$ cat src/hw/rtl/sws_queue.sv
// ----------------------------------------------------------------------------
// sws_queue
// Small register queue with push/full and pop/empty, one transfer each side
// per cycle, push and pop allowed in the same cycle.
// ----------------------------------------------------------------------------
module sws_queue #(
    parameter int WIDTH = 8,
    parameter int DEPTH = 4
) (
    input  logic             clk,
    input  logic             rst_n,
    input  logic             wr_en,
    input  logic [WIDTH-1:0] wr_data,
    output logic             full,
    input  logic             rd_en,
    output logic [WIDTH-1:0] rd_data,
    output logic             empty
);

    localparam int PW = (DEPTH > 1) ? $clog2(DEPTH) : 1;
    localparam int CW = $clog2(DEPTH + 1);

    logic [WIDTH-1:0] entry_reg [DEPTH];
    logic [PW-1:0]    head_reg, head_next;
    logic [PW-1:0]    tail_reg, tail_next;
    logic [CW-1:0]    count_reg, count_next;
    logic             do_wr, do_rd;

    assign full    = (count_reg == CW'(DEPTH));
    assign empty   = (count_reg == '0);
    assign rd_data = entry_reg[head_reg];
    assign do_wr   = wr_en && !full;
    assign do_rd   = rd_en && !empty;

    // pointer and count update
    always_comb
    begin
        head_next  = head_reg;
        tail_next  = tail_reg;
        count_next = count_reg;
        if (do_wr)
        begin
            tail_next = (tail_reg == PW'(DEPTH - 1)) ? '0 : tail_reg + 1'b1;
        end
        if (do_rd)
        begin
            head_next = (head_reg == PW'(DEPTH - 1)) ? '0 : head_reg + 1'b1;
        end
        if (do_wr && !do_rd)
        begin
            count_next = count_reg + 1'b1;
        end
        else if (do_rd && !do_wr)
        begin
            count_next = count_reg - 1'b1;
        end
    end

    // control state
    always_ff @(posedge clk or negedge rst_n)
    begin
        if (!rst_n)
        begin
            head_reg  <= '0;
            tail_reg  <= '0;
            count_reg <= '0;
        end
        else
        begin
            head_reg  <= head_next;
            tail_reg  <= tail_next;
            count_reg <= count_next;
        end
    end

    // payload storage
    always_ff @(posedge clk)
    begin
        if (do_wr)
        begin
            entry_reg[tail_reg] <= wr_data;
        end
    end

endmodule

$ cat config.mk
export PLATFORM = sky130hd
export DESIGN_NAME = sws_queue
export DESIGN_NICKNAME = d
export VERILOG_FILES = /design/src/hw/rtl/sws_queue.sv
export SDC_FILE = /design/constraint.sdc
export NUM_CORES = 1
export LEC_CHECK = 0
export BUFFER_PORTS_ARGS = -buffer_cell sky130_fd_sc_hd__clkbuf_2
export CAP_MARGIN = 20
export CORE_MARGIN = 10
export CORE_UTILIZATION = 25
export DETAILED_ROUTE_END_ITERATION = 7
export PLACE_DENSITY = 0.45
export SYNTH_ARGS = -nofsm -noshare
export SYNTH_HDL_FRONTEND = slang
export SYNTH_SLANG_ARGS = --single-unit
$ cat constraint.sdc
create_clock -name clk -period 3.15 [get_ports clk]
set_input_delay 0.63 -clock clk [delete_from_list [all_inputs] [get_ports clk]]
set_output_delay 0.63 -clock clk [all_outputs]
set_load 0.01 [all_outputs]
Word-level counts from Yosys, hierarchy flattened:

Memories as Yosys holds them, arrays and structs flattened.
Cells that the tools add are included.

* add/sub/neg operators: 4
* multiply operators: 0
* div/mod/pow operators: 0
* order comparisons: 0
* eq/ne operators: 3
* shifts and indexed selects: 0
* muxes and demuxes: 6
* bitwise gates (word level): 0
* reductions and logical operators: 10

Operators by type and width (count)
* $mux 3: 2
* $add 2x1->2 const B: 2
* $eq 2x2->1 const B: 2
* $logic_and 1x1->1: 4
* $logic_not 1->1: 4
* $mux 2: 2
* $add 3x1->3 const B: 1
* $eq 3x3->1 const B: 1
* $logic_not 3->1: 1
* $sub 3x1->3 const B: 1
* $mux 1: 2
* $reduce_bool 2->1: 1

* flip-flop bits (word level): 7
* bits in latches: 0
* bits in writable memories: 32
* memory bits (read-only): 0
* input bits: 12
* output and inout port bits: 10
* logic and storage cells: 27
* memories kept: 1

Memories
* entry_reg: depth 4, bits a word 8, read ports 1, clocked after memory_dff 0, wr ports 1, line 23 `logic [WIDTH-1:0] entry_reg [DEPTH];`

Logic depth before layout (Yosys ltp):

Gate-level depths: netlist (run 1).

* depth in word-level cells: 7
* depth in mapped cells: 9
* mapped depth without buffers: 8

Worst setup path after synthesis (run 1):

OpenSTA, ideal clock, no wires.

* path type: reg-to-reg
* start: reg count_reg[0]
* end: reg count_reg[2]
* setup time: 0.079 ns
* arrival: 1.984 ns
* data required time: 3.071 ns
* slack: 1.086 ns
* stages on the path, launching flop included: 9
* path buffers: 0
* clock period less this slack: 2.064 ns
* cells stage by stage: dfrtp_1 -> nor3_1 -> nand2b_4 -> ha_1 -> inv_1 -> fa_1 -> xor2_1 -> nor2_1 -> xor2_1

* cells in the longest elaborated chain, start to end: 6
* elaborated cells on any way between the ends: 15
* classes of those cells: 2 x add/sub; 1 x eq/ne; 2 x mux; 10 x reduce/logical

Ends and longest elaborated chain
* start: declaration: line 26 `logic [CW-1:0] count_reg, count_next;`
* start signal: assignment: line 72 `count_reg <= count_next;`
* $logic_not 3->1 *: line 30 `assign empty = (count_reg == '0);`
* via empty: line 17 `output logic empty`
* $logic_not 1->1 *: line 33 `assign do_rd = rd_en && !empty;`
* $logic_and 1x1->1 *: line 33
* $logic_not 1->1: line 49 `if (do_wr && !do_rd)`
* $logic_and 1x1->1: line 49
* $mux 3 / $reduce_bool 2->1 (equally long branches)

Mark *: on every way through the listed nets, which the timed path passes. The rest lies on a longest branch. The select of a mux whose other input is x is not followed.
A chain may end at the register's enable or synchronous reset.

Worst setup path in the final report (run 1):

* start: reg head_reg[0]
* end: out rd_data[3]

* cells in the longest elaborated chain, start to end: 1

Ends and longest elaborated chain
* start: declaration: line 24 `logic [PW-1:0] head_reg, head_next;`
* start signal: assignment: line 70 `head_reg <= head_next;`
* $mem_v2 4x8
* end: declaration: line 16 `output logic [WIDTH-1:0] rd_data,`

No other way between the ends.

==> run summary, run 1 <==
The total DRC errors in the routed layout came out at 0. Setup slack on the worst reg-to-reg path comes out at 1.07 ns. The post-placement worst setup slack is 0.951 ns. The placer congestion estimate is 0.690. Leaving out fill and tap cells, the most frequent cell in the layout is edfxtp_1.

The count of nets left with antenna violations once routing finished came out at 0. The mapped netlist covers 1620 µm². The total inserted antenna cells came out at 0. In this run the critical register-to-register path is captured at count_reg[2]. CTS saw 39 sinks. After detailed routing, the average wire length per cell comes to 16.0 µm. The initial core utilization is 25.7%.

The min-delay analysis places its worst path in the category input pin to async pin. The total power divided by cell area is 895 nW/µm². The number of flip-flops under the largest register name is 32. The placed instances occupy a cell area of 1800 µm².

The DRC marker count from the first detailed-route iteration is 11. Buffers placed on the I/O ports in this run total 21. The worst path buffer plus inverter count came out at 1. The total count of max-transition violations in the final report came out at 0. The fraction of post-synthesis cell area in the top cell type by area came out at 59.3%. The sequential cell area fraction in the yosys report came out at 70.1%.

The die width is 101 µm. Post-CTS repair changed the size of 0 cells. The total number of nets in the final design came out at 123. The worst setup path is captured at an output port. The critical path's slowest cell is dfrtp_1. After layout, the worst setup slack is 0.761 ns. The post-CTS setup repair buffer count is 0. The largest incremental delay on the critical path came out at 0.73 ns. The first global-routing pass estimated 4750 µm of wire. The core region area came out at 6310 µm².

The half-perimeter wire length after placement is 2120 µm. The largest area contributor in the netlist is edfxtp_1. In the post-synthesis netlist, the biggest area contributors are edfxtp_1 (59%), mux4_2 (11%), dfrtp_1 (11%), ha_1 (4.6%), mux2_2 (2.1%). The highest clock rate is 419 MHz.

STA classifies the critical path startpoint as a flip-flop. The count of standard-cell rows came out at 29. The worst hold slack across all endpoints came out at 0.179 ns. The static leakage came out at 0.698 nW.

The cell at the root of the clock tree is clkbuf_8. The library cells used most frequently in the layout, excluding fill and tap cells, are edfxtp_1 (32), clkbuf_2 (21), mux4_2 (8). The minimum period implied by the final worst setup slack came out at 2.39 ns. The slew at the pin with the worst max-slew slack came out at 0.608 ns.

In this run the tightest slew margin relative to its limit is 59.5%. The signal on the critical path passes through mux4_2 -> clkbuf_2. The cell family contributing the most delay on the critical path is flip-flops. In the finished design, the share of the clock period the worst path needs comes to 75.8%.

The die span in y is 101 µm. The count of endpoints failing hold in the final timing report is 0. The maximum resistive drop on vdd came out at 0.000253 V. The clock latency of the later-clocked register in the worst-skew pair came out at 0.29 ns.

The post-synthesis sequential element count came out at 39. The cell area after layout is 1890 µm². The number of cells on the worst reg-to-reg path came out at 8. The aggregate global-route resource usage came out at 6.23%. The count of warnings emitted by yosys came out at 0.

The reported max-cap violation count came out at 0. The CTS tree is yes. The H-tree was split into 2 levels. The flow ran to the end, and the final reports show no timing, DRC or antenna violations. In this run the critical register-to-register path is launched from count_reg[1]. Setup repair after global routing left no endpoint under its margin. The synthesis-to-finish area growth is 16.4%.

The via count came out at 766. Setup violations remaining at the end of the flow were counted as 0. The overall routed net length came out at 2920 µm. The number of buffers between clock root and the deepest sink is 2.

The length of the first detailed-routing pass in iterations came out at 2. Entering global routing, the biggest net connects 13 pins. The synthesized area per cell is 20.5 µm².

After clock tree synthesis, the clock-pin slew on the worst setup and hold paths is 0.08 ns. The number of antenna violations at the first check in global routing is 0. Global routing finished with a remaining overflow of 0. The number of CTS-inserted buffers is 5. The number of global-route vias before repair is 914. The die covers 10100 µm². The setup TNS came out at 0 ns. The worst setup path category is flip-flop to output port. The number of unique standard cell types used by synthesis came out at 19.

Using the TritonRoute via totals, the vias-per-cell ratio works out to 4.21. The number of top-level pins came out at 22. Data on the critical path is required at its endpoint by 2.52 ns. For the final database, setup skew stands at 0.00497 ns. The post-synthesis cell count is 79. After clock tree synthesis, the flow added hold-fix buffers numbering 0.

The layout cell share with drive strength beyond 1 came out at 45.7%. The largest fanout of any net on the critical path came out at 11. At the worst endpoint, the arrival time is 1.76 ns. The net count after synthesis is 98.
worst max path at each step:
stage,startpoint,end,slack [ns],cells past startpoint
6_report,head_reg[0],rd_data[3],0.76,2
2_1_floorplan,count_reg[0],count_reg[2],1.09,8
3_3_place_gp,wr_en,count_reg[2],0.96,8
5_1_grt,head_reg[0],rd_data[6],0.62,2
3_5_place_dp,wr_en,count_reg[2],0.95,8
4_1_cts,head_reg[0],rd_data[3],0.70,2
where the power goes:
part           internal (W)  leakage [nW]  switching [W]
Combinational      0.000301         0.281       0.000240
Sequential         0.000698         0.375       0.000127
Clock              0.000155        0.0412       0.000168
kinds of logic (layout without fill, tap and decap cells):
kind of cell	after synthesis	after routing	share of synthesized area, %
DFF	39	39	70.1
muxes	13	13	15.1
and+or+nand+nor	11	11	5.41
adders and majority gates	7	7	5.87
buffers and inverters	6	32	1.93
xor gates and xnor gates	3	3	1.62
stage by stage:
stage	cells	power, W	utilization, %
after floorplan	79	0.00121	-
after global placement	174	0.00137	28.5
after detailed placement	174	0.00140	28.5
after CTS	182	0.00173	29.9
after global routing	182	0.00182	29.9
final	182	0.00169	29.9
cells in the mapped netlist (all sizes together):
| cell | number |
|---|---|
| nor2 | 3 |
| and2 | 4 |
| buf | 3 |
| nor3b | 1 |
| xnor2 | 1 |
| nor3 | 1 |
| mux4 | 8 |
| ha | 6 |
| nand2b | 1 |
| inv | 3 |
| nor2b | 1 |
| fa | 1 |
| mux2 | 5 |
| xor2 | 2 |
| dfrtp | 7 |
| edfxtp | 32 |
area by class of cell:
class                      count  area (µm²)
clock buffer                   6        72.6
timing repair buffer          21         105
sequential                    39        1140
multi-input combinational     34         453
clock inverter                 2        12.5
inverter                       3        11.3
fill                         639        4430
tap                           77        96.3
layer usage:
layer  global-route usage (%)  wire length, µm  up-vias
met3                     2.33              136        5
met1                     6.79             1250      392
met2                     10.6             1490       20
met4                     2.61               43        0
met5                        0                0        -
li1                         -                -      349
Power figures use the tool's default switching activity.
==> inputs of run 2 (changes only) <==
- clock period: 3.15 -> 2.26 ns (I/O delays scaled with it)
==> run summary, run 2 (synthesis gave the netlist of run 1 again) <==
Run status: complete, no violations (unchanged). The number of buffers between clock root and the deepest sink is 2 (unchanged). The overall routed net length was 2730 µm (was 2920 µm). The count of standard-cell rows came out at 29 (unchanged). The type of element launching the critical path is a flip-flop (unchanged).

The filler cell count in the final layout is 628 (was 639). The largest incremental delay on the critical path came to 0.47 ns (was 0.73 ns). The pin count of the biggest net entering global routing is 14 (was 13). The number of antenna violations at the first check in global routing came out at 0 (unchanged). The total number of nets in the final design came out at 124 (was 123). The global-route met3 utilization came out at 3.02% (was 2.33%). Commonest cells after routing, fill and taps aside: edfxtp_1 (32), clkbuf_2 (21), mux4_2 (8) (unchanged). The per-cell routed wire length came out at 14.9 µm (was 16.0 µm). The total grt overflow is 0 (unchanged).

The die span in y came to 101 µm (unchanged). The number of flip-flops under the largest register name came out at 32 (unchanged). The minimum period implied by the final worst setup slack came out at 2.03 ns. Among the stages of the critical path, the cell type that occurs most often is xor2_1. The required time at the worst-slack endpoint came to 2.47 ns (was 2.52 ns).

The cell at the root of the clock tree is clkbuf_8 (unchanged). The critical path's slowest cell is dfrtp_1 (unchanged). The first-pass GRT wire length came to 4580 µm (was 4750 µm). The half-perimeter wire length after placement came out at 1930 µm (was 2120 µm).

The cell area after layout is 1920 µm² (was 1890 µm²). The layout cell share with drive strength beyond 1 came to 48.1% (was 45.7%). The die width was 101 µm (unchanged). The synthesis-to-finish area growth is 18.7% (was 16.4%).

The highest clock rate is 492 MHz. The number of H-tree branching levels came out at 2 (unchanged). The number of nets with antenna violations after routing is 0 (unchanged). Crit-path cells: nor3_1 -> nand2b_4 -> ha_1 -> inv_1 -> fa_1 -> xor2_1 -> nor2_1 -> xor2_1 (was mux4_2 -> clkbuf_2). The initial core utilization is 25.7% (unchanged). The global-route layer with the greatest usage is met2 (unchanged). The mean number of vias per cell came out at 4.05 (was 4.21). The worst path buffer plus inverter count is 1 (unchanged).

The most frequent standard cell in the layout excluding fill and tap cells was edfxtp_1 (unchanged). The DRC marker count from the first detailed-route iteration came to 13 (was 11). The largest fanout of any net on the critical path is 4 (was 11).

The total count of max-transition violations in the final report was 0 (unchanged). The total inserted antenna cells came to 0 (unchanged). RSZ-0062 raised after global routing: no (unchanged). The data arrival at the endpoint of the critical path came out at 2.24 ns (was 1.76 ns). The total setup violations reported at the end of the flow is 0 (unchanged). The static leakage came out at 0.718 nW (was 0.698 nW). The gate family responsible for the most delay along the worst path is simple AND/OR/NAND/NOR gates (was flip-flops). The number of clock sinks came out at 39 (unchanged).

The period utilization is 89.9%. The length of the first detailed-routing pass in iterations came out at 3 (was 2). The total DRC errors in the routed layout came to 0 (unchanged). The worst min-delay path category is input pin to async pin (unchanged). The count of endpoints failing hold in the final timing report is 0 (unchanged). The total power divided by cell area is 1280 nW/µm² (was 895 nW/µm²). The number of top-level pins is 22 (unchanged).

The placer congestion estimate is 0.697 (was 0.690). The area after detailed placement came out at 1810 µm² (was 1800 µm²). The CTS tree was yes (unchanged). The relative slew slack came out at 70.0% (was 59.5%). The clock latency of the later-clocked register in the worst-skew pair was 0.28 ns (was 0.29 ns). The via count came out at 742 (was 766). The met2 usage is 10.3% (was 10.6%). The count of input and output buffers came to 21 (unchanged). The aggregate global-route resource usage is 5.98% (was 6.23%). The total power came out at 0.00246 W (was 0.00169 W). The full die area is 10100 µm² (unchanged). The number of global-route vias before repair is 886 (was 914). The clock-pin slew on the worst setup and hold paths is 0.08 ns (about the same). The met1 layer usage reported by global route was 6.18% (was 6.79%). The number of CTS-inserted buffers was 5 (unchanged). The setup TNS was 0 ns (unchanged). The final setup skew is 0.00674 ns (was 0.00497 ns). The post-placement worst setup slack came out at 0.218 ns (was 0.951 ns). The maximum resistive drop on vdd came to 0.000459 V (was 0.000253 V). The setup slack after layout is 0.228 ns (was 0.761 ns).

The worst setup path category is flip-flop to flip-flop (was flip-flop to output port). The reported max-cap violation count was 0 (unchanged). The slew at the pin with the worst max-slew slack came to 0.451 ns (was 0.608 ns). The type of element capturing the critical path is a flip-flop (was output port). The core region area came to 6310 µm² (unchanged).
## run 2: cell types whose count changed in the layout (fill, tap and decap cells not counted)
cell,change
clkbuf_1,-1
buf_4,+1
clkinvlp_4,-1
bufinv_16,+1
clkinv_4,+1
dfrtp_1,-1
dfrtp_2,+1
## run 2: what timing repair did
item / 4_1_cts / 5_1_grt
endpoints found under the hold margin: 0 / 0
setup buffers: 0 / 0
gates resized for setup: 1 / 0
hold buffers: 0 / 0
setup endpoints to repair: 2 / 0
## run 2: layout make-up
class                   count  area, µm²  share of cell area [%]
flip-flops and latches     39       1140                    59.1
multi-input cells          34        453                    23.6
repair buffers             22        113                    5.86
well taps                  77       96.3                    5.01
clock buffers               5       68.8                    3.58
clock inverters             3       43.8                    2.28
inverters                   3       11.3                   0.586
## run 2: path summary, 6_finish.rpt
kind | endpoint | startpoint | depth (start not counted) | slack, ns
setup / recovery | count_reg[2] | count_reg[0] | 8 | 0.23
hold / removal | count_reg[1] | rst_n | 1 | 0.004
setup reg to reg | count_reg[2] | count_reg[0] | 8 | 0.23
hold reg to reg | count_reg[2] | count_reg[2] | 1 | 0.50
max in group asynchronous | head_reg[0] | rst_n | 1 | 2.06
min in group clk | entry_reg[3][0] | wr_data[0] | 1 | 0.38
## run 2: stage by stage
stage	instances	hold WS (ns)	utilization [%]
CTS	183	0.00471	30.5
global placement	175	0.305	28.7
global route	183	0.00509	30.5
finish	183	0.00435	30.5
detailed placement	175	0.320	28.7
floorplan	79	0.156	-
## run 2: where the power goes
group | internal (W) | total, W | switching (W)
Sequential | 0.000974 | 0.00115 | 0.000174
Combinational | 0.000421 | 0.000743 | 0.000322
Clock | 0.000328 | 0.000568 | 0.000240
Total | 0.00172 | 0.00246 | 0.000735
## run 2: per-layer routing
metal / up-vias / share of wire (%)
li1: 354 / -
met1: 363 / 41
met2: 22 / 51
met3: 3 / 7.1
met4: 0 / 0.84
met5: - / 0
