### config.mk
export PLATFORM = sky130hd
export DESIGN_NAME = sws_front
export DESIGN_NICKNAME = d
export VERILOG_FILES = /design/src/hw/rtl/sws_pkg.sv /design/src/hw/rtl/sws_front.sv
export SDC_FILE = /design/constraint.sdc
export NUM_CORES = 1
export LEC_CHECK = 0
export ABC_CLOCK_PERIOD_IN_PS = 6760
export BUFFER_PORTS_ARGS = -buffer_cell sky130_fd_sc_hd__buf_2
export CORE_MARGIN = 2
export CORE_UTILIZATION = 28
export CTS_BUF_LIST = sky130_fd_sc_hd__clkbuf_2 sky130_fd_sc_hd__clkbuf_4 sky130_fd_sc_hd__clkbuf_8
export DETAILED_ROUTE_END_ITERATION = 10
export HOLD_SLACK_MARGIN = 0.12
export PLACE_DENSITY = 0.52
export SLEW_MARGIN = 20
export SYNTH_ARGS = -nofsm -noshare
export SYNTH_HDL_FRONTEND = slang
export SYNTH_SLANG_ARGS = --single-unit
### constraint.sdc
create_clock -name clk -period 6.76 [get_ports clk]
set_input_delay 0.338 -clock clk [delete_from_list [all_inputs] [get_ports clk]]
set_output_delay 0.338 -clock clk [all_outputs]
set_load 0.03 [all_outputs]
### src/hw/rtl/sws_pkg.sv
// ----------------------------------------------------------------------------
// sws_pkg
// Shared types and fixed constants of the sliding window sum block.
// ----------------------------------------------------------------------------
package sws_pkg;

    // width of the window length register
    localparam int LEN_W = 11;

    // window length after reset
    localparam logic [LEN_W-1:0] WINDOW_LEN_RESET = 11'd20;

    // width of the signed integer sum (Q47.0 plus sign) and of the wider add-subtract result
    localparam int SUM_W = 48;
    localparam int ACC_W = SUM_W + 2;

    // saturation limits of the sum
    localparam logic [SUM_W-1:0] SUM_HI = {1'b0, {(SUM_W-1){1'b1}}};
    localparam logic [SUM_W-1:0] SUM_LO = {1'b1, {(SUM_W-1){1'b0}}};

    // depth of the queues between the parts
    localparam int QUEUE_DEPTH = 4;

    // classification of one item, made by the front end
    typedef struct packed {
        logic present;   // sample is summed and stored
        logic restart;   // sum starts again from zero
        logic subtract;  // oldest sample leaves the window
        logic valid;     // result covers a full window, or window length is zero
    } cmd_t;

endpackage

### src/hw/rtl/sws_front.sv
// ----------------------------------------------------------------------------
// sws_front
// Front end: holds the window length, write pointer and fill count, accepts
// items and classifies each one into a command with its ring addresses.
// ----------------------------------------------------------------------------
module sws_front #(
    parameter int WINDOW_MAX   = 1024,
    parameter int SAMPLE_WIDTH = 32
) (
    input  logic                               clk,
    input  logic                               rst_n,
    // input channel
    input  logic                               push,
    output logic                               full,
    input  logic signed [SAMPLE_WIDTH-1:0]     sample,
    input  logic                               sample_present,
    input  logic                               restart,
    // configuration
    input  logic                               cfg_wr_en,
    input  logic [sws_pkg::LEN_W-1:0]          cfg_wr_data,
    // command queue
    input  logic                               q_full,
    output logic                               q_push,
    output sws_pkg::cmd_t                      q_cmd,
    output logic [$clog2(WINDOW_MAX)-1:0]      q_wr_addr,
    output logic [$clog2(WINDOW_MAX)-1:0]      q_rd_addr,
    output logic [SAMPLE_WIDTH-1:0]            q_sample
);

    localparam int AW   = $clog2(WINDOW_MAX);
    localparam int IW_A = $clog2(2 * WINDOW_MAX);
    localparam int IW   = (IW_A > sws_pkg::LEN_W) ? IW_A : sws_pkg::LEN_W;

    logic [sws_pkg::LEN_W-1:0] window_len_reg;
    logic [AW-1:0]             wp_reg, wp_next;
    logic [sws_pkg::LEN_W-1:0] fill_reg, fill_next;

    logic [IW-1:0]             len_ext, n_eff, wp_ext, fill_ext, rd_wide;
    logic [AW-1:0]             wp_base, wp_inc;
    logic [sws_pkg::LEN_W-1:0] fill_base, fill_after;
    logic                      win_mode, full_win, accept;

    assign accept = push && !q_full;
    assign full   = q_full;
    assign q_push = accept;

    // effective window and ring addresses
    always_comb
    begin
        len_ext    = IW'(window_len_reg);
        n_eff      = (len_ext > IW'(WINDOW_MAX)) ? IW'(WINDOW_MAX) : len_ext;
        wp_base    = restart ? '0 : wp_reg;
        fill_base  = restart ? '0 : fill_reg;
        wp_ext     = IW'(wp_base);
        fill_ext   = IW'(fill_base);
        win_mode   = (n_eff != '0);
        full_win   = win_mode && (fill_ext >= n_eff);
        rd_wide    = (wp_ext >= n_eff) ? wp_ext - n_eff
                                       : wp_ext + IW'(WINDOW_MAX) - n_eff;
        fill_after = (win_mode && !full_win) ? fill_base + 1'b1 : fill_base;
        wp_inc     = (wp_base == AW'(WINDOW_MAX - 1)) ? '0 : wp_base + 1'b1;

        q_cmd.present  = sample_present;
        q_cmd.restart  = restart;
        q_cmd.subtract = sample_present && full_win;
        q_cmd.valid    = sample_present && (!win_mode || IW'(fill_after) >= n_eff);
        q_wr_addr      = wp_base;
        q_rd_addr      = rd_wide[AW-1:0];
        q_sample       = sample;

        wp_next   = sample_present ? wp_inc : wp_base;
        fill_next = sample_present ? fill_after : fill_base;
    end

    // window length, pointer and fill count
    always_ff @(posedge clk or negedge rst_n)
    begin
        if (!rst_n)
        begin
            window_len_reg <= sws_pkg::WINDOW_LEN_RESET;
            wp_reg         <= '0;
            fill_reg       <= '0;
        end
        else if (cfg_wr_en)
        begin
            window_len_reg <= cfg_wr_data;
            wp_reg         <= '0;
            fill_reg       <= '0;
        end
        else if (accept)
        begin
            wp_reg   <= wp_next;
            fill_reg <= fill_next;
        end
    end

endmodule

# Word level (Yosys, flattened, before mapping)
# Cells that the tools add are included.
[word_totals]
mem_count = 0
wordCells = 36
register_bits = 32
in_bits = 50
latchBits = 0
ramBits = 0
rom_bits = 0
[classes]
div_mod_pow = 0
reduce_logical = 11
n_bitwise = 0
n_shift = 0
mux = 12
n_mul = 0
eq_ne = 1
addsub = 5
n_lt_le_gt_ge = 4
[op_table]
columns = ["op", "n"]
rows = [
  ["$mux W11", 6],
  ["$mux W10", 6],
  ["$ge A11 B11 Y1", 2],
  ["$add A10 B1 Y10 const B", 2],
  ["$sub A10 B10 Y10", 2],
  ["$add A11 B1 Y11 const B", 1],
  ["$ge A10 B11 Y1", 1],
  ["$gt A11 B11 Y1 const B", 1],
  ["$reduce_bool A11 Y1", 1],
  ["$eq A10 B10 Y1 const B", 1],
  ["$logic_and A1 B1 Y1", 5],
  ["$logic_not A1 Y1", 3],
  ["$reduce_bool A2 Y1", 1],
  ["$logic_or A1 B1 Y1", 1],
]

# Longest topological paths before layout
# Gate-level depths: netlist (run 1).
[logic_depth]
depth_word = 10
ltp_mapped = 17
mapped_depth_nobuf = 15

# Least setup slack after synthesis (run 1)
# OpenSTA, ideal clock, no wires.
[synth_timing]
path_kind = "input to output"
startpoint = "input port restart"
endpoint = "output port q_cmd[0] (netlist name)"
path_buffers = 3
t_arrival_ns = 3.436
setup_slack_ns = 2.986
path_stages = 16
required_ns = 6.422
path_cell_list = "buf_2 > clkbuf_1 > nor2b_1 > ha_1 > nand2_1 > nor2_1 > nand2_1 > and3b_1 > buf_2 > and3_2 > xor2_1 > ha_1 > nand4_1 > nor3_1 > o41ai_1 > a21oi_1"
[synth_lines]
columns = ["element", "line_no", "source"]
rows = [
  ["start: declaration", "sws_front.sv:17", "input logic restart,"],
  ["end: declaration", "sws_front.sv:24", "output sws_pkg::cmd_t q_cmd,"],
]

==> results.cfg, run 1 <==
[outcome]
status = finished, final reports clean

[timing]
grt_setup_unrepaired = false
period_minus_slack_ns = 4.36
clock_skew_ns = 0.0102
finalSetupViolCount = 0
hold_viol = 0
tightest_slew_ns = 0.760
relSlewSlack_pct = 49.3
setup_tns_ns = 0
drv_slew = 0
period_share_pct = 64.4
worst_slack_ns = 2.40
max_freq_mhz = 230

[power_and_ir_drop]
p_per_area_nw_per_um2 = 159
leakage_nw = 1.64
max-vdd-ir-drop_mv = 0.0781

[floorplanning]
num_rows = 39
initial_utilization_pct = 29.0
die_w_um = 113
dieArea_um2 = 12800
die_h_um = 113
core-area_um2 = 11600
io_pins = 108

[synthesis]
synth_edf_count = 0
synth-seq-area-share_pct = 24.0
ys_ff_latch = 32
synth-async-reset-ratio_pct = 100
synth_fp_nets = 494
synth_top_area_share_pct = 22.4
avgSynthCellArea_um2 = 8.17
yosys-top-cells-area = dfrtp_1 (22%), ha_1 (12%), buf_4 (8.1%)
synthCells = 410
ys.warnings.count = 0
yosysTopAreaCell = dfrtp_1
synthFlopType = dfrtp_1
yosysMostFrequentCell = nand2_1
synthTopCellsByCount = nand2_1 (41), buf_4 (36), ha_1 (33)
netlist_area_um2 = 3350
synth.distinct_cells = 56

[cells_and_area]
fin_util_pct = 30.4
stdcell_area_um2 = 3520
syn2layout_area_growth_pct = 5.04
antennaDiodeCount = 0
nets = 490
multi_input_area_um2 = 2160
fillers = 1236
drive_gt1_share_pct = 19.2
ff_latch_area_um2 = 803

[cts]
clkSlewWorstSetupHoldPaths_ns = 0.08
cts_resized = 0
cts_root_buf = clkbuf_8
clkLatencyLatePin_ns = 0.30
postCtsHoldBufs = 0
cts_buffers = 5
cts_tree = yes
clk_path_buf_depth = 2
cts_setup_buffers = 0
cts_num_sinks = 32
htreeDepth = 2

[global_routing]
grt_use_total_pct = 14.0
antenna_found_initial = 0
grt-ovfl-total = 0
grt_pass1_wl_mm = 14.5
grt_max_degree = 45
grt_pass1_vias = 2872

[routing]
wl_mm = 8.82
dr_total_vias = 2943
drc = 0
drtAntennaViolNets = 0
first_pass_iters = 5
routedWlPerCell_um = 16.0
viasPerCell = 5.35
drt_iter0_markers = 267

[flow_run]
drv_cap = 0

[setup_path]
crit_fanout = 13
critPathSlowestCell = ha_1
endpoint_kind = output port
worstPathArrival_ns = 4.02
start_kind = flop
cp_cell_sequence = inv_1 > nand2_1 > ha_1 > and4_1 > a31oi_4 > nand3b_2 > nor3_1 > xor2_1 > ha_1 > and2_1 > nand3_1 > nor3_1 > o41ai_1 > a21oi_1 > buf_2
crit_type = flop to output port
cp.required_ns = 6.42
critPathMaxStageDelay_ns = 0.39

[hold_path]
hp-class = primary input to async pin

[placement]
port_buffers = 43
gp_congestion = 0.915
dpl_cell_area_um2 = 3410
dp_hpwl_mm = 6.87
pre_cts_slack_ns = 2.50
[area by class of cell]
| cell class | count | area share, % |
|---|---|---|
| Sequential cell | 32 | 22.8 |
| Clock inverter | 3 | 1.21 |
| Inverter | 12 | 1.28 |
| Tap cell | 143 | 5.09 |
| Timing Repair Buffer | 44 | 6.33 |
| Clock buffer | 5 | 1.96 |
| Multi-Input combinational cell | 311 | 61.3 |
[routing by layer]
metal  GRT usage, %  wire, um
met5              0         0
met4           5.53       133
met3           1.93       529
met2           21.3      3960
met1           20.0      4200
[critical path: cells and delay by family, from the launching register on]
kind                     cells  cell delay, ns
AO/OA/AOI/OAI                3            0.48
adder cells (fa/ha/maj)      2            0.70
buffers and inverters        2            0.54
AND/OR/NAND/NOR              7            1.53
flip-flops                   1            0.38
XOR/XNOR                     1            0.10
[cell usage in the layout, fill, tap and decap left out, drive strengths merged, types with 3 or more instances in the layout]
cell type / synthesis / routed
nor4: 5 / 5
o211ai: 6 / 6
xor2: 6 / 6
mux2i: 3 / 3
or4: 5 / 5
and3b: 3 / 3
nor2b: 23 / 23
clkbuf: 16 / 5
mux2: 11 / 11
o41ai: 3 / 3
nor3: 8 / 8
buf: 39 / 44
nand4: 8 / 8
and4: 4 / 4
xnor2: 12 / 12
inv: 12 / 12
a31oi: 5 / 5
ha: 33 / 33
a21oi: 20 / 20
and3: 10 / 10
nor2: 23 / 23
nand2b: 6 / 6
and2: 4 / 4
nand2: 41 / 41
dfrtp: 30 / 30
nand3: 20 / 20
o21ai: 24 / 24
nor3b: 3 / 3
or3: 3 / 3
[final timing paths]
| path | from | endpoint | slack, ns | depth (start not counted) |
|---|---|---|---|---|
| min in group clk | cfg_wr_data[10] | len_ext[10] | 0.28 | 3 |
| worst max register to register | len_ext[10] | fill_reg[5] | 3.89 | 8 |
| worst max-delay path | len_ext[10] | q_cmd[0] | 2.40 | 15 |
| max in group asynchronous | rst_n | len_ext[7] | 6.16 | 1 |
| worst min-delay path | rst_n | wp_reg[8] | 0.11 | 1 |
| worst min register to register | len_ext[1] | len_ext[1] | 0.54 | 1 |
[where the power goes]
part | internal [mW] | switching (mW)
Sequential | 0.200 | 0.00709
Clock | 0.109 | 0.0786
Combinational | 0.0561 | 0.108
Total | 0.365 | 0.194
[cell families after synthesis]
family                   count (synthesis)  synth area share (%)
flip-flops                              32                  24.0
multiplexers                            14                  4.60
buffers and inverters                   67                  11.6
AND/OR/NAND/NOR                        172                  28.4
XOR/XNOR                                18                  4.71
AO/OA/AOI/OAI                           73                  13.8
adder cells (fa/ha/maj)                 34                  12.9
[stage by stage]
step	power (mW)	hold WS, ns	std cells
floorplan	0.363	0.0424	410
global placement	0.373	0.452	542
detailed placement	0.376	0.458	542
CTS	0.565	0.137	550
global route	0.591	0.159	550
finish	0.559	0.107	550
No activity file was read; power rests on OpenSTA's default activity.
==> run 2: changes to the inputs <==
- ABC_CLOCK_PERIOD_IN_PS: 6760 -> 3900
- PLACE_DENSITY: 0.52 -> 0.54
- clock period: 6.76 -> 3.9 ns (I/O delays scaled with it)
==> results.cfg, run 2 (same netlist as run 1, synthesis figures left out) <==
[outcome]
status = finished, final reports clean

[timing]
tightest_slew_ns = 0.774
period_share_pct = 96.1
period_minus_slack_ns = 3.75
clock_skew_ns = 0.0113
max_freq_mhz = 267
worst_slack_ns = 0.153
finalSetupViolCount = 0
drv_slew = 0
hold_viol = 0
setup_tns_ns = 0
whs_ns = 0.142
relSlewSlack_pct = 48.4

[global_routing]
grt_max_degree = 33
grt_pass1_vias = 2839
antenna_found_initial = 0
grt-ovfl-total = 0
grt_use_total_pct = 14.1
grt_pass1_wl_mm = 14.7

[cts]
htreeDepth = 2
cts_root_buf = clkbuf_8
cts_buffers = 5
clk_path_buf_depth = 2
clkLatencyLatePin_ns = 0.29
clkSlewWorstSetupHoldPaths_ns = 0.06
cts_tree = yes
cts_num_sinks = 32

[floorplanning]
num_rows = 39
initial_utilization_pct = 29.0
io_pins = 108
core-area_um2 = 11600
die_w_um = 113
die_h_um = 113
dieArea_um2 = 12800

[cells_and_area]
stdcell_area_um2 = 3770
fillers = 1212
syn2layout_area_growth_pct = 12.7
final_common_cell = buf_2
final_cell_mix = buf_2 (42), nand2_1 (35), ha_1 (31)
antennaDiodeCount = 0
nets = 508
drive_gt1_share_pct = 27.4
fin_cells = 567

[placement]
port_buffers = 43
gp_congestion = 0.961
place_inst = 554
pre_cts_slack_ns = -0.00710
dpl_cell_area_um2 = 3500
dp_hpwl_mm = 6.99

[setup_path]
crit_fanout = 8
cp.required_ns = 3.70
reg2reg_setup_slack_ns = 1.34
worstPathArrival_ns = 3.55
endpoint_kind = output port
crit_type = flop to output port
start_kind = flop

[power_and_ir_drop]
leakage_nw = 1.75
p_per_area_nw_per_um2 = 255
max-vdd-ir-drop_mv = 0.110

[routing]
drc = 0
dr_total_vias = 2971
drt_iter0_markers = 159
wl_mm = 9.05
viasPerCell = 5.24
routedWlPerCell_um = 16.0
drtAntennaViolNets = 0
first_pass_iters = 4

[hold_path]
hp-class = primary input to flop

[flow_run]
drv_cap = 0
[run 2: path summary, 6_finish.rpt]
check	from	cells after the start	endpoint
max in group asynchronous	rst_n	2	len_ext[10]
min	cfg_wr_data[0]	2	len_ext[0]
min in group asynchronous	rst_n	2	fill_reg[7]
max reg2reg	len_ext[10]	10	fill_reg[8]
max	len_ext[10]	16	q_cmd[0]
min reg2reg	len_ext[3]	1	len_ext[3]
[run 2: power breakdown]
part	total [mW]	switching, mW	internal (mW)
logic	0.315	0.197	0.118
registers	0.363	0.0154	0.347
clock network	0.284	0.127	0.157
total	0.962	0.339	0.622
[run 2: per-stage QoR]
step | utilization [%] | power, mW
after floorplan | - | 0.629
after global placement | 30.2 | 0.655
after detailed placement | 30.2 | 0.660
after CTS | 31.8 | 0.962
after global routing | 32.6 | 1.01
final | 32.6 | 0.962
[run 2: repair_timing]
action,CTS,global route
setup endpoints to repair,1,1
endpoints found under the hold margin,31,0
pin swaps,0,7
hold buffers,2,0
setup buffers,2,1
gates resized for setup,9,20
cloned,1,0
[run 2: cell type report]
class	count	area (um^2)	share of cell area [%]
Sequential cell	32	805	21.3
Multi-Input combinational cell	311	2270	60.1
Timing Repair Buffer	61	374	9.91
Clock buffer	7	96.3	2.55
Inverter	12	48.8	1.29
Tap cell	143	179	4.74
Timing Repair inverter	1	5.00	0.133
[run 2: per-layer routing]
metal	track usage, %	routed length (um)	part of all wire, %
met3	1.82	456	5.0
met4	4.88	170	1.9
met1	18.9	4220	47
met2	23.3	4200	46
met5	0	0	0
[run 2: worst max-delay path: stages (launching register included)]
cell and delay [ns]:
dfrtp_2 0.43, clkinvlp_4 0.16, buf_12 0.13, nand2_1 0.07
ha_1 0.30, nand2_2 0.08, nor2_4 0.18, a31oi_4 0.13
and3b_2 0.28, and3_2 0.22, xor2_1 0.14, ha_1 0.29
nand4_1 0.11, nor3_2 0.30, o41ai_2 0.11, a21oi_2 0.17
buf_6 0.15
==> run 3: changes to the inputs <==
- CELL_PAD_IN_SITES_DETAIL_PLACEMENT: not set -> 0
- CELL_PAD_IN_SITES_GLOBAL_PLACEMENT: not set -> 1
- PLACE_DENSITY: 0.54 -> 0.69
==> results.cfg, run 3 (same netlist as run 1, synthesis figures left out) <==
[cells_and_area]
syn2layout_area_growth_pct = 18.0
antennaDiodeCount = 0
final_cell_mix = buf_2 (42), nand2_1 (29), dfrtp_1 (29)
final_common_cell = buf_2
stdcell_area_um2 = 3950
drive_gt1_share_pct = 32.3
fillers = 1188
fin_cells = 579
nets = 519

[setup_path]
cp_cell_sequence = buf_6 > clkinvlp_4 > nand2_4 > ha_4 > nand2_2 > o21ai_2 > a31oi_4 > and3b_2 > nand4_1 > xnor2_2 > ha_1 > o21ai_1 > a31oi_1 > o21ai_1 > a21o_1 > a21oi_2 > buf_6
crit_family = compound AO/OA/AOI/OAI gates
crit_fanout = 7
reg2reg_setup_slack_ns = 1.29
endpoint_kind = output port
critPathMaxStageDelay_ns = 0.43
r2r_end = fill_reg[8]
worstSetupEndpoint = q_cmd[0]
critPathSlowestCell = dfrtp_2
path_buf_inv = 3
cp.required_ns = 3.70
r2r_cells = 11
start_kind = flop
cp-startpoint = len_ext[10]
cp.depth = 17
crit_type = flop to output port
r2r-start = len_ext[10]
worstPathArrival_ns = 3.56

[placement]
place_inst = 555
port_buffers = 43
dpl_cell_area_um2 = 3500
dp_hpwl_mm = 7.17
pre_cts_slack_ns = 0.0909
gp_congestion = 0.880

[global_routing]
grt_max_degree = 33
grt_pass1_vias = 2939
grt_pass1_wl_mm = 15.3
grt_use_total_pct = 14.6
antenna_found_initial = 0
grt-ovfl-total = 0

[timing]
drv_slew = 0
period_minus_slack_ns = 3.75
period_share_pct = 96.2
relSlewSlack_pct = 48.6
setup_tns_ns = 0
finalSetupViolCount = 0
hold_viol = 0
tightest_slew_ns = 0.772
max_freq_mhz = 266
clock_skew_ns = 0.00534
worst_slack_ns = 0.147

[routing]
first_pass_iters = 4
drc = 0
wl_mm = 9.72
viasPerCell = 5.30
routedWlPerCell_um = 16.8
drtAntennaViolNets = 0
drt_iter0_markers = 234
dr_total_vias = 3067

[cts]
clk_path_buf_depth = 2
clkSlewWorstSetupHoldPaths_ns = 0.07
clkLatencyLatePin_ns = 0.29
cts_root_buf = clkbuf_8
htreeDepth = 2
cts_tree = yes
cts_num_sinks = 32
cts_buffers = 5

[floorplanning]
initial_utilization_pct = 29.0
die_w_um = 113
io_pins = 108
core-area_um2 = 11600
dieArea_um2 = 12800
die_h_um = 113
num_rows = 39

[hold_path]
hp-class = primary input to flop

[power_and_ir_drop]
p_per_area_nw_per_um2 = 262
total_power_mw = 1.03
max-vdd-ir-drop_mv = 0.119
leakage_nw = 1.82

[flow_run]
drv_cap = 0

[outcome]
status = finished, final reports clean
## run 3: changes by cell type in the layout (fill, tap and decap cells not counted), moves of 2 or more
cell | before | now
buf_4 | 15 | 27
nand2_1 | 35 | 29
ha_1 | 31 | 26
ha_4 | 2 | 6
nand2_4 | 1 | 5
o21ai_1 | 1 | 4
clkbuf_8 | 7 | 5
nand2_2 | 5 | 7
o21ai_0 | 20 | 18
## run 3: metrics by stage
stage          util, %  hold slack [ns]
2_1_floorplan        -           -0.101
3_3_place_gp      30.3            0.318
3_5_place_dp      30.3            0.327
4_1_cts           31.7            0.130
5_1_grt           34.2            0.133
6_report          34.2            0.133
## run 3: cell type report
class,instances,area [um^2],area share (%)
sequential,32,805,20.4
inverter,12,48.8,1.24
timing repair buffer,72,445,11.3
clock inverter,2,35.0,0.887
tap,143,179,4.53
clock buffer,6,76.3,1.93
multi-input combinational,311,2350,59.6
timing repair inverter,1,7.51,0.190
## run 3: worst reg2reg max path, delay by kind of cell (launching register included)
kind	cells	cell delay [ns]
DFF	1	0.43
and+or+nand+nor	4	0.97
buffers and inverters	3	0.47
AOI/OAI and AO/OA	3	0.46
adders and majority gates	1	0.20
## run 3: what timing repair did
action | CTS | global route
cloned | 1 | 0
hold endpoints to repair | 30 | 0
buffers inserted | 2 | 12
hold buffers | 1 | 0
pin swaps | 0 | 13
endpoints found under the setup margin | 1 | 1
gates resized for setup | 6 | 43
## run 3: layer usage
metal	track usage, %	vias to the layer above	routed length, um
li1	-	1479	-
met1	19.8	1480	4430
met2	23.7	95	4610
met3	2.62	13	526
met4	4.55	0	159
met5	0	-	0
## run 3: how the worst min path moves through the flow
stage	depth (start not counted)	slack (ns)	to	startpoint
6_report	3	0.13	len_ext[10]	cfg_wr_data[10]
5_1_grt	3	0.13	len_ext[10]	cfg_wr_data[10]
4_1_cts	2	0.13	len_ext[6]	cfg_wr_data[6]
3_5_place_dp	1	0.33	fill_reg[7]	rst_n
3_3_place_gp	1	0.32	fill_reg[7]	rst_n
2_1_floorplan	0	-0.10	fill_reg[0]	rst_n
## run 3: report_power, final
group	switching [mW]	internal, mW	total (mW)
clock	0.130	0.197	0.326
sequential	0.0195	0.347	0.367
combinational	0.205	0.136	0.341
